<file path="src/mpbm_pkg.sv">
package mpbm_pkg;

  // field widths fixed by the item format
  localparam int ACT_W      = 3;
  localparam int STATE_ID_W = 10;
  localparam int SYM_W      = 8;
  localparam int POS_W      = 32;
  localparam int CNT_W      = 32;

  // default automaton size
  localparam int DEF_NUM_STATES    = 1024;
  localparam int DEF_ALPHABET_SIZE = 256;

  // action codes
  typedef enum logic [ACT_W-1:0] {
    ACT_START   = 3'd0,
    ACT_GOTO_WR = 3'd1,
    ACT_FAIL_WR = 3'd2,
    ACT_MARK_WR = 3'd3,
    ACT_SCAN    = 3'd4
  } action_t;

  // controller to datapath commands
  typedef struct packed {
    logic clear_en;
    logic start_scan;
    logic write_goto;
    logic write_fail;
    logic write_mark;
    logic load_scan;
    logic follow_fail;
    logic take_target;
    logic set_root;
    logic emit;
  } cmd_t;

  // datapath to controller status
  typedef struct packed {
    logic clr_last;
    logic hit;
    logic at_root;
    logic steps_done;
    logic marked;
    logic out_free;
  } status_t;

endpackage

</file>
<file path="src/mpbm_ctrl.sv">
module mpbm_ctrl
  import mpbm_pkg::*;
(
  input  logic             clk,
  input  logic             rst,
  input  logic             in_valid,
  output logic             in_ready,
  input  logic [ACT_W-1:0] action,
  input  status_t          st,
  output cmd_t             cmd
);

  typedef enum logic [1:0] {
    S_CLEAR,
    S_IDLE,
    S_LOOKUP,
    S_MARK
  } state_t;

  state_t state, state_next;
  logic   accept;

  assign in_ready = (state == S_IDLE);
  assign accept   = in_valid && in_ready;

  // next state and commands
  always_comb begin
    state_next = state;
    cmd        = '0;
    unique case (state)
      S_CLEAR: begin
        cmd.clear_en = 1'b1;
        if (st.clr_last) begin
          state_next = S_IDLE;
        end
      end
      S_IDLE: begin
        if (accept) begin
          unique case (action_t'(action))
            ACT_START:   cmd.start_scan = 1'b1;
            ACT_GOTO_WR: cmd.write_goto = 1'b1;
            ACT_FAIL_WR: cmd.write_fail = 1'b1;
            ACT_MARK_WR: cmd.write_mark = 1'b1;
            ACT_SCAN: begin
              cmd.load_scan = 1'b1;
              state_next    = S_LOOKUP;
            end
            default: ;
          endcase
        end
      end
      S_LOOKUP: begin
        // goto hit wins, then root or exhausted walk, else one failure step
        priority if (st.hit) begin
          cmd.take_target = 1'b1;
          state_next      = S_MARK;
        end else if (st.at_root || st.steps_done) begin
          cmd.set_root = 1'b1;
          state_next   = S_MARK;
        end else begin
          cmd.follow_fail = 1'b1;
        end
      end
      S_MARK: begin
        if (!st.marked) begin
          state_next = S_IDLE;
        end else if (st.out_free) begin
          cmd.emit   = 1'b1;
          state_next = S_IDLE;
        end
      end
      default: state_next = S_CLEAR;
    endcase
  end

  // state register
  always_ff @(posedge clk) begin
    if (rst) begin
      state <= S_CLEAR;
    end else begin
      state <= state_next;
    end
  end

endmodule

</file>
<file path="config.mk">
export PLATFORM = sky130hd
export DESIGN_NAME = mpbm_ctrl
export DESIGN_NICKNAME = d
export VERILOG_FILES = /design/src/mpbm_pkg.sv /design/src/mpbm_ctrl.sv
export SDC_FILE = /design/constraint.sdc
export NUM_CORES = 1
export LEC_CHECK = 0
export BUFFER_PORTS_ARGS = -buffer_cell sky130_fd_sc_hd__buf_2
export CAP_MARGIN = 15
export CORE_AREA = 2 2 39 41
export DETAILED_ROUTE_END_ITERATION = 12
export DIE_AREA = 0 0 41 43
export GPL_TIMING_DRIVEN = 1
export PLACE_DENSITY = 0.62
export RECOVER_POWER = 50
export SYNTH_ARGS = -nofsm -noshare
export SYNTH_HDL_FRONTEND = slang
export SYNTH_SLANG_ARGS = --single-unit
export TNS_END_PERCENT = 30
</file>
<file path="constraint.sdc">
create_clock -name clk -period 5 [get_ports clk]
set_input_delay 1 -clock clk [delete_from_list [all_inputs] [get_ports clk]]
set_output_delay 1 -clock clk [all_outputs]
set_load 0.02 [all_outputs]
</file>
==> results of run 1 <==
## worst max path at each step
stage / start / to / slack [ns] / depth (start not counted)
global route: in_valid / cmd[6] / 2.18 / 4
CTS: st[4] / cmd[3] / 2.20 / 3
floorplan: in_valid / cmd[6] / 2.13 / 2
finish: in_valid / cmd[6] / 2.31 / 4
detailed placement: st[4] / cmd[3] / 2.20 / 3
global placement: st[4] / cmd[3] / 2.24 / 3
## cells in the mapped netlist
cell | instances | area share, %
and2_1 | 1 | 2.0
nor4b_2 | 1 | 4.9
nand2_1 | 1 | 1.2
nor4_1 | 1 | 2.0
mux2_4 | 1 | 4.9
nand4bb_4 | 1 | 8.9
and3_1 | 2 | 4.0
nor2_1 | 5 | 6.1
nand2b_1 | 2 | 4.0
inv_1 | 3 | 3.6
mux2i_1 | 1 | 3.2
nor4b_1 | 2 | 5.7
a2111oi_4 | 1 | 8.9
dfxtp_1 | 2 | 13
nor2b_1 | 1 | 2.0
and3b_1 | 1 | 2.8
nor3b_1 | 1 | 2.4
ha_1 | 5 | 20
## critical path: cells and delay by family
| family | cells | cell delay, ns |
|---|---|---|
| buffers and inverters | 2 | 0.31 |
| AND/OR/NAND/NOR | 2 | 0.39 |
## layer usage
metal,vias up,part of all wire (%),GRT usage [%],routed length [µm]
met5,-,0,0,0
met4,0,0,6.00,0
met3,0,8.5,1.57,62
met2,14,53,15.9,389
met1,140,38,6.71,279
li1,165,-,-,-
## power groups by stage
stage          logic (mW)  clock network, mW  registers (mW)
3_3_place_gp        0.119                  0          0.0323
6_report            0.104             0.0339          0.0322
5_1_grt             0.117             0.0364          0.0343
4_1_cts             0.122             0.0363          0.0327
3_5_place_dp        0.121                  0          0.0330
2_1_floorplan      0.0930                  0          0.0302
## cell type report
| cell class | instances | area [µm²] |
|---|---|---|
| multi-input cells | 27 | 223 |
| flip-flops and latches | 2 | 40.0 |
| clock buffers | 3 | 22.5 |
| well taps | 16 | 20.0 |
| inverters | 3 | 11.3 |
| repair buffers | 22 | 105 |
| fillers | 161 | 962 |
## through the flow
step / cell area (µm²) / hold slack (ns) / setup WS (ns) / power (mW) / cells
floorplan: 309 / 0.481 / 2.13 / 0.123 / 32
global placement: 439 / 0.519 / 2.24 / 0.151 / 70
detailed placement: 439 / 0.533 / 2.20 / 0.154 / 70
CTS: 462 / 0.539 / 2.20 / 0.191 / 73
global route: 422 / 0.558 / 2.18 / 0.187 / 73
finish: 422 / 0.527 / 2.31 / 0.170 / 73
## logic make-up (layout without fill, tap and decap cells)
logic type               Yosys count  in the layout  share of synthesized area [%]
buffers and inverters              3             28                           3.64
multiplexers                       2              2                           8.10
flip-flops                         2              2                           13.0
AND/OR/NAND/NOR                   19             19                           46.2
AO/OA/AOI/OAI                      1              1                           8.91
adder cells (fa/ha/maj)            5              5                           20.2
==> impl_table.tex, run 1 <==
\begin{tabular}{lr}
\hline
Metric & Value \\
\hline
\multicolumn{2}{l}{\textbf{Timing}} \\
Highest clock frequency the design can meet & 371 MHz \\
Setup repair after global routing missed its margin & false \\
Aggregate negative setup slack & 0 ns \\
Setup Skew & 0.000542 ns \\
Time the final worst path needs with I/O delays and setup & 2.69 ns \\
Transition time of the tightest slew-check pin & 0.940 ns \\
Worst max-slew margin expressed relative to the limit & 35.7\% \\
Count of final setup violators & 0 \\
Tcrit/Tclk final & 53.9\% \\
Final number of max-transition violations & 0 \\
Count of final hold-check violations & 0 \\
\multicolumn{2}{l}{\textbf{Power and ir drop}} \\
Pleak & 0.222 nW \\
Net switching component of the power & 76.5 µW \\
Power Internal & 93.8 µW \\
Sequential cell fraction of total power & 18.9\% \\
Sw Ratio & 44.9\% \\
Max IR drop VDD & 0.156 mV \\
Combinational cell fraction of total power & 61.2\% \\
Power density over the cells & 404 nW/µm² \\
Fraction of power consumed by the clock network & 19.9\% \\
\multicolumn{2}{l}{\textbf{Synth}} \\
Mapped Nets & 49 \\
Sequential area share after synthesis & 13.0\% \\
Flip-flop and latch count after synthesis & 2 \\
Post-synthesis area per instance & 9.66 µm² \\
Synth Instances & 32 \\
Synth warnings & 0 \\
Count of unique library cells instantiated by Yosys & 18 \\
Total standard cell area after synthesis & 309 µm² \\
\multicolumn{2}{l}{\textbf{Global routing}} \\
Via count of the first global-routing pass & 279 \\
Overall global routing resource usage & 8.42\% \\
Total global routing overflow & 0 \\
Pin count of the biggest net entering global routing & 6 \\
Global-route wire length before repair & 993 µm \\
Initial antenna violation count & 0 \\
\multicolumn{2}{l}{\textbf{Worst setup path}} \\
Critical Path AT & 1.69 ns \\
Reg2reg start & state[0] \\
Worst path cell trace & buf\_2, nand2\_1, nor4b\_1, buf\_2 \\
Reg2Reg Setup Slack & 2.84 ns \\
Dominant cell type by count on the critical path & buf\_2 \\
Slowest library cell on the worst path & nor4b\_1 \\
Crit Path Category & in -> out \\
Number of cells on the worst reg-to-reg path & 5 \\
FF-to-FF End & state[0] \\
Worst setup SP type & input pin \\
Setup crit end kind & output pin \\
Required time reported for the critical path endpoint & 4.00 ns \\
Maximum fanout encountered on the critical timing path & 4 \\
Worst path max stage delay & 0.29 ns \\
\multicolumn{2}{l}{\textbf{CTS}} \\
Worst skew pair latency & 0.22 ns \\
TritonCTS Buffers & 3 \\
Clk root buf & clkbuf\_4 \\
H-tree depth & 1 \\
Clk sink count & 2 \\
Clock-pin slew on the worst setup and hold paths & 0.03 ns \\
Post-cts resize count & 0 \\
Setup fix buffers added after clock tree synthesis & 0 \\
Quantity of hold-fixing buffers added after cts & 0 \\
Clock Path Buffers & 2 \\
Clock tree from TritonCTS & yes \\
\multicolumn{2}{l}{\textbf{Routing}} \\
First-pass iteration count of the detailed router & 1 \\
Iteration-0 DRC Markers & 0 \\
Vias/cell & 4.37 \\
Total Routed Length & 731 µm \\
Drt wl/cell & 10.0 µm \\
Via count & 319 \\
Number of antenna-violating nets in the routed design & 0 \\
Total DRC errors in the routed layout & 0 \\
\multicolumn{2}{l}{\textbf{Layout}} \\
Proportion of layout cells with a drive suffix above 1 & 40.4\% \\
Area growth from synthesis to layout & 36.4\% \\
Number of flip-flops in the largest register & 2 \\
Total Nets Final & 76 \\
Most common library cell in the layout ignoring fill and taps & buf\_2 \\
Final core area utilization & 30.5\% \\
Leading registers by flop count & state: 2 flops \\
Commonest cells after routing, fill and taps aside & 18 x buf\_2, 5 x nor2\_1, 5 x ha\_1, 4 x clkbuf\_1 \\
Total inserted antenna cells & 0 \\
Register with the most flip-flops & state \\
\multicolumn{2}{l}{\textbf{Placement}} \\
Number of port buffers & 22 \\
DPL Wire Length & 648 µm \\
RD Place Congestion & 0.667 \\
\multicolumn{2}{l}{\textbf{Die}} \\
Initial cell density of the core & 22.3\% \\
Number of I/O pins & 23 \\
Area of the die & 1760 µm² \\
Die Height & 43 µm \\
Horizontal extent of the die & 41 µm \\
Floorplan core area & 1380 µm² \\
Placement Rows & 14 \\
\multicolumn{2}{l}{\textbf{Hold path}} \\
WHS Endpoint & state[1] \\
Class of the tightest hold or removal check & reg -> reg \\
Hold-critical path depth & 2 \\
Hold path start & state[1] \\
\multicolumn{2}{l}{\textbf{Run}} \\
Count of maximum capacitance violations & 0 \\
\multicolumn{2}{l}{\textbf{Status}} \\
Result of the run & finished, final reports clean \\
\hline
\end{tabular}
No activity file was read; power rests on OpenSTA's default activity.
==> run 2: changes to the inputs <==
- ABC_AREA: unset -> 1
- PLACE_DENSITY: 0.62 -> 0.63
- clock period: 5 -> 2.41 ns (I/O delays scaled with it)
==> run 2 against run 1 <==
Routed wire length fell by 7.8%. Sequential cell count did not move. Sequential power rose by 110%. Register-to-register slack got worse by 1.8 ns. Critical path depth rose by 3. Clock skew rose by 0.0032 ns. First-iteration DRC count rose by 9. Area after synthesis fell by 4.9%. Critical path type is now reg -> out. Largest cell class unchanged. Largest power group unchanged.
==> impl_table.tex, run 2 <==
\begin{tabular}{lr}
\hline
Metric & Value \\
\hline
\multicolumn{2}{l}{\textbf{CTS}} \\
Clk sink count & 2 \\
Setup fix buffers added after clock tree synthesis & 0 \\
Post-cts resize count & 0 \\
Worst skew pair latency & 0.22 ns \\
Clk root buf & clkbuf\_4 \\
TritonCTS Buffers & 3 \\
Clock Path Buffers & 2 \\
Clock tree from TritonCTS & yes \\
H-tree depth & 1 \\
Quantity of hold-fixing buffers added after cts & 0 \\
Clock-pin slew on the worst setup and hold paths & 0.03 ns \\
\multicolumn{2}{l}{\textbf{Synth}} \\
Flip-flop and latch count after synthesis & 2 \\
Total standard cell area after synthesis & 294 µm² \\
Post-synthesis cell type with the largest combined area & ha\_1 \\
Proportion of synthesized flip-flops having asynchronous set or reset & 0\% \\
EDFF count, synth & 0 \\
Fraction of post-synthesis cell area in the top cell type by area & 21.3\% \\
Synth Instances & 52 \\
Top\_reg\_cell synth & dfxtp\_1 \\
Area contributors post-synth & ha\_1 21\%, inv\_1 17\%, nor2\_1 14\%, dfxtp\_1 14\%, nand2\_1 10\% \\
Mapped Nets & 69 \\
Most frequently used cell type in the post-synthesis netlist & inv\_1 \\
Post-synthesis area per instance & 5.65 µm² \\
Count of unique library cells instantiated by Yosys & 13 \\
Synth warnings & 0 \\
Post-synth top cells & 13 x inv\_1, 11 x nor2\_1, 8 x nand2\_1 \\
Sequential area share after synthesis & 13.6\% \\
\multicolumn{2}{l}{\textbf{Worst setup path}} \\
Critical Path AT & 1.42 ns \\
Crit Path Category & reg -> out \\
Required time reported for the critical path endpoint & 1.93 ns \\
Setup crit end kind & output pin \\
Worst path cell trace & inv\_1, ha\_1, inv\_1, nor2\_1, nand2\_1, nor3\_1, buf\_2 \\
Buf+Inv Stages, Crit Path & 3 \\
Kind of cell adding the most delay to the critical path & buffers and inverters \\
Slowest library cell on the worst path & dfxtp\_1 \\
Worst setup SP type & register \\
Maximum fanout encountered on the critical timing path & 4 \\
Worst path max stage delay & 0.32 ns \\
Dominant cell type by count on the critical path & inv\_1 \\
\multicolumn{2}{l}{\textbf{Layout}} \\
Proportion of layout cells with a drive suffix above 1 & 29.9\% \\
Total inserted antenna cells & 0 \\
Register with the most flip-flops & state \\
Commonest cells after routing, fill and taps aside & 18 x buf\_2, 13 x inv\_1, 12 x nor2\_1, 8 x nand2\_1 \\
Post-route standard cell area excluding fillers & 439 µm² \\
Most common library cell in the layout ignoring fill and taps & buf\_2 \\
Total Nets Final & 96 \\
Number of flip-flops in the largest register & 2 \\
Leading registers by flop count & state: 2 flops \\
Count of fill cells added during filler insertion & 159 \\
Area growth from synthesis to layout & 49.4\% \\
\multicolumn{2}{l}{\textbf{Power and ir drop}} \\
Pleak & 0.282 nW \\
Power density over the cells & 909 nW/µm² \\
Max IR drop VDD & 0.386 mV \\
\multicolumn{2}{l}{\textbf{Placement}} \\
Placed cell areas & 424 µm² \\
Number of port buffers & 22 \\
DPL Wire Length & 589 µm \\
RD Place Congestion & 0.742 \\
\multicolumn{2}{l}{\textbf{Die}} \\
Number of I/O pins & 23 \\
Horizontal extent of the die & 41 µm \\
Area of the die & 1760 µm² \\
Floorplan core area & 1380 µm² \\
Initial cell density of the core & 21.2\% \\
Placement Rows & 14 \\
Die Height & 43 µm \\
\multicolumn{2}{l}{\textbf{Routing}} \\
Drt wl/cell & 7.25 µm \\
Vias/cell & 4.00 \\
Via count & 372 \\
First-pass iteration count of the detailed router & 4 \\
Iteration-0 DRC Markers & 9 \\
Number of antenna-violating nets in the routed design & 0 \\
Total Routed Length & 674 µm \\
Total DRC errors in the routed layout & 0 \\
\multicolumn{2}{l}{\textbf{Hold path}} \\
Class of the tightest hold or removal check & in -> reg \\
\multicolumn{2}{l}{\textbf{Global routing}} \\
Total global routing overflow & 0 \\
Overall global routing resource usage & 8.82\% \\
Initial antenna violation count & 0 \\
Via count of the first global-routing pass & 286 \\
Pin count of the biggest net entering global routing & 6 \\
Global-route wire length before repair & 1.06 mm \\
\multicolumn{2}{l}{\textbf{Timing}} \\
Setup repair after global routing missed its margin & false \\
Transition time of the tightest slew-check pin & 0.278 ns \\
Time the final worst path needs with I/O delays and setup & 1.91 ns \\
Tcrit/Tclk final & 79.1\% \\
Count of final setup violators & 0 \\
Count of final hold-check violations & 0 \\
Aggregate negative setup slack & 0 ns \\
Final number of max-transition violations & 0 \\
Highest clock frequency the design can meet & 524 MHz \\
Setup Skew & 0.00379 ns \\
Worst max-slew margin expressed relative to the limit & 81.5\% \\
\multicolumn{2}{l}{\textbf{Run}} \\
Count of maximum capacitance violations & 0 \\
\multicolumn{2}{l}{\textbf{Status}} \\
Result of the run & finished, final reports clean \\
\hline
\end{tabular}
==> run 2: final timing paths <==
path,startpoint,endpoint,slack [ns],cells after the start
max,state[1],cmd[6],0.50,7
min,rst,state[0],0.51,4
max reg2reg,state[0],state[0],1.08,9
min reg2reg,state[1],state[1],0.52,2
==> run 2: layout make-up <==
class	instances	area [µm²]	area share, %
well taps	16	20.0	4.56
repair buffers	22	105	23.9
multi-input cells	36	199	45.3
inverters	14	52.6	12.0
flip-flops and latches	2	40.0	9.12
clock buffers	3	22.5	5.13
==> run 2: where the power goes <==
part           total (mW)  internal (mW)  switching [mW]  leakage [nW]
registers          0.0691         0.0506          0.0186        0.0167
logic               0.257         0.0919           0.166         0.252
clock network      0.0726         0.0548          0.0178        0.0138
total               0.399          0.197           0.202         0.282
==> run 2: cell families after synthesis <==
kind of cell / Yosys count / synth area share, %
AOI/OAI and AO/OA: 1 / 1.70
buffers and inverters: 14 / 17.9
DFF: 2 / 13.6
and+or+nand+nor: 30 / 45.5
adders and majority gates: 5 / 21.3
==> run 2: metrics by stage <==
step | hold slack, ns | setup slack, ns | utilization (%) | power, mW | instances
after floorplan | 0.497 | 0.497 | - | 0.273 | 52
after global placement | 0.518 | 0.772 | 30.7 | 0.335 | 90
after detailed placement | 0.517 | 0.735 | 30.7 | 0.340 | 90
after CTS | 0.505 | 0.500 | 32.3 | 0.417 | 93
after global routing | 0.515 | 0.323 | 31.7 | 0.448 | 93
final | 0.508 | 0.503 | 31.7 | 0.399 | 93
==> run 2: per-layer routing <==
layer,global-route usage (%),part of all wire (%)
met1,10.9,47
met2,12.2,44
met3,4.71,8.5
met4,4.00,0
met5,0,0
==> run 2: worst min-delay path, cell delays in order <==
cell,delay (ns)
buf_2,0.07
inv_1,0.04
nand2_1,0.06
nor2_1,0.03
==> run 3: changes to the inputs <==
- PLACE_DENSITY: 0.63 -> 0.61
- clock period: 2.41 -> 2 ns (I/O delays scaled with it)
==> run 3 against run 2 <==
Register-to-register slack worse by 0.41 ns. Non-clock buffer count did not move. Final cell count unchanged. Global-route usage increased by 0.89 points. Final area unchanged. Sequential cell count is the same. Die area is the same. Critical path type unchanged. Critical endpoint is now cmd[8].
==> impl_table.tex, run 3 (synthesized netlist as in run 2, its figures left out) <==
\begin{tabular}{lr}
\hline
Metric & Value \\
\hline
\multicolumn{2}{l}{\textbf{Status}} \\
Result of the run & finished, final reports clean \\
\multicolumn{2}{l}{\textbf{Placement}} \\
Worst slack at placement & 0.381 ns \\
Total instance count after detailed placement & 90 \\
RD Place Congestion & 0.708 \\
Number of port buffers & 22 \\
\multicolumn{2}{l}{\textbf{Global routing}} \\
Total global routing overflow & 0 \\
Pin count of the biggest net entering global routing & 6 \\
Overall global routing resource usage & 9.71\% \\
Global-route wire length before repair & 1.17 mm \\
Initial antenna violation count & 0 \\
Via count of the first global-routing pass & 326 \\
\multicolumn{2}{l}{\textbf{Die}} \\
Initial cell density of the core & 21.2\% \\
Area of the die & 1760 µm² \\
Horizontal extent of the die & 41 µm \\
Floorplan core area & 1380 µm² \\
Number of I/O pins & 23 \\
Placement Rows & 14 \\
Die Height & 43 µm \\
\multicolumn{2}{l}{\textbf{Layout}} \\
Number of flip-flops in the largest register & 2 \\
Total inserted antenna cells & 0 \\
Commonest cells after routing, fill and taps aside & 18 x buf\_2, 13 x inv\_1, 12 x nor2\_1, 8 x nand2\_1 \\
Most common library cell in the layout ignoring fill and taps & buf\_2 \\
Total Nets Final & 96 \\
Area growth from synthesis to layout & 49.4\% \\
Leading registers by flop count & state: 2 flops \\
Non-Filler Instances & 93 \\
Register with the most flip-flops & state \\
Proportion of layout cells with a drive suffix above 1 & 29.9\% \\
\multicolumn{2}{l}{\textbf{Worst setup path}} \\
Slowest library cell on the worst path & dfxtp\_1 \\
Dominant cell type by count on the critical path & inv\_1 \\
Setup crit end kind & output pin \\
Kind of cell adding the most delay to the critical path & buffers and inverters \\
Crit Path Category & reg -> out \\
Maximum fanout encountered on the critical timing path & 4 \\
Critical Path AT & 1.44 ns \\
Number of cells on the worst reg-to-reg path & 9 \\
Worst path max stage delay & 0.32 ns \\
Worst path cell trace & inv\_1, ha\_1, inv\_1, nor2\_1, nand2\_1, nor3\_1, buf\_2 \\
Logic depth of the worst setup path including buffers & 7 \\
Required time reported for the critical path endpoint & 1.60 ns \\
Buf+Inv Stages, Crit Path & 3 \\
Worst setup SP type & register \\
\multicolumn{2}{l}{\textbf{Timing}} \\
Count of final hold-check violations & 0 \\
Setup Skew & 0.00171 ns \\
Transition time of the tightest slew-check pin & 0.258 ns \\
Count of final setup violators & 0 \\
Aggregate negative setup slack & 0 ns \\
Time the final worst path needs with I/O delays and setup & 1.84 ns \\
Worst max-slew margin expressed relative to the limit & 82.9\% \\
Setup repair after global routing missed its margin & false \\
Final critical-path setup slack & 0.160 ns \\
Highest clock frequency the design can meet & 544 MHz \\
Final number of max-transition violations & 0 \\
Tcrit/Tclk final & 92.0\% \\
\multicolumn{2}{l}{\textbf{CTS}} \\
Worst skew pair latency & 0.22 ns \\
Clk root buf & clkbuf\_4 \\
H-tree depth & 1 \\
Clk sink count & 2 \\
Quantity of hold-fixing buffers added after cts & 0 \\
Clock Path Buffers & 2 \\
TritonCTS Buffers & 3 \\
Setup fix buffers added after clock tree synthesis & 0 \\
Post-cts resize count & 0 \\
Clock tree from TritonCTS & yes \\
Clock-pin slew on the worst setup and hold paths & 0.03 ns \\
\multicolumn{2}{l}{\textbf{Routing}} \\
Via count & 376 \\
Drt wl/cell & 7.37 µm \\
Vias/cell & 4.04 \\
Number of antenna-violating nets in the routed design & 0 \\
Total Routed Length & 685 µm \\
Total DRC errors in the routed layout & 0 \\
First-pass iteration count of the detailed router & 4 \\
Iteration-0 DRC Markers & 3 \\
\multicolumn{2}{l}{\textbf{Power and ir drop}} \\
Power density over the cells & 1100 nW/µm² \\
Power after layout & 482 µW \\
Pleak & 0.282 nW \\
Power Internal & 239 µW \\
Sw Ratio & 50.5\% \\
Net switching component of the power & 243 µW \\
Max IR drop VDD & 0.337 mV \\
Combinational cell fraction of total power & 64.8\% \\
Fraction of power consumed by the clock network & 17.8\% \\
Sequential cell fraction of total power & 17.4\% \\
\multicolumn{2}{l}{\textbf{Hold path}} \\
Hold-critical path depth & 4 \\
Class of the tightest hold or removal check & in -> reg \\
\multicolumn{2}{l}{\textbf{Run}} \\
Count of maximum capacitance violations & 0 \\
\hline
\end{tabular}
## run 3: cell counts in the layout (fill, tap and decap cells not counted)
Identical to the previous run, type by type.
## run 3: power groups by stage
stage	clock network, mW	registers [mW]	logic [mW]
floorplan	0	0.0799	0.248
global placement	0	0.0833	0.323
detailed placement	0	0.0852	0.328
CTS	0.0919	0.0842	0.329
global route	0.0910	0.0871	0.361
finish	0.0857	0.0838	0.312
## run 3: worst paths after layout
check / slack (ns) / end / start
hold reg to reg: 0.52 / state[1] / state[1]
setup / recovery: 0.16 / cmd[8] / state[1]
hold / removal: 0.42 / state[1] / rst
setup reg to reg: 0.67 / state[0] / state[0]
## run 3: area by class of cell
cell class | count | area, µm²
clock buffers | 3 | 22.5
fillers | 165 | 945
inverters | 14 | 52.6
multi-input cells | 36 | 199
flip-flops and latches | 2 | 40.0
well taps | 16 | 20.0
repair buffers | 22 | 105
## run 3: stage by stage
step | hold WS [ns] | utilization, % | instance area, µm²
floorplan | 0.497 | - | 294
global placement | 0.518 | 30.7 | 424
detailed placement | 0.524 | 30.7 | 424
CTS | 0.415 | 32.3 | 447
global route | 0.442 | 31.7 | 439
finish | 0.423 | 31.7 | 439
## run 3: routing by layer
layer | vias to the layer above | track usage (%) | share of wire [%]
met5 | - | 0 | 0
met4 | 0 | 8.00 | 0
met3 | 0 | 1.57 | 7.2
met2 | 11 | 14.1 | 51
met1 | 158 | 11.8 | 42
li1 | 207 | - | -
## run 3: tightest hold or removal path, stage by stage
cell and delay (ns):
buf_2 0.07, inv_1 0.04, nand2_1 0.05, nor2_1 0.03
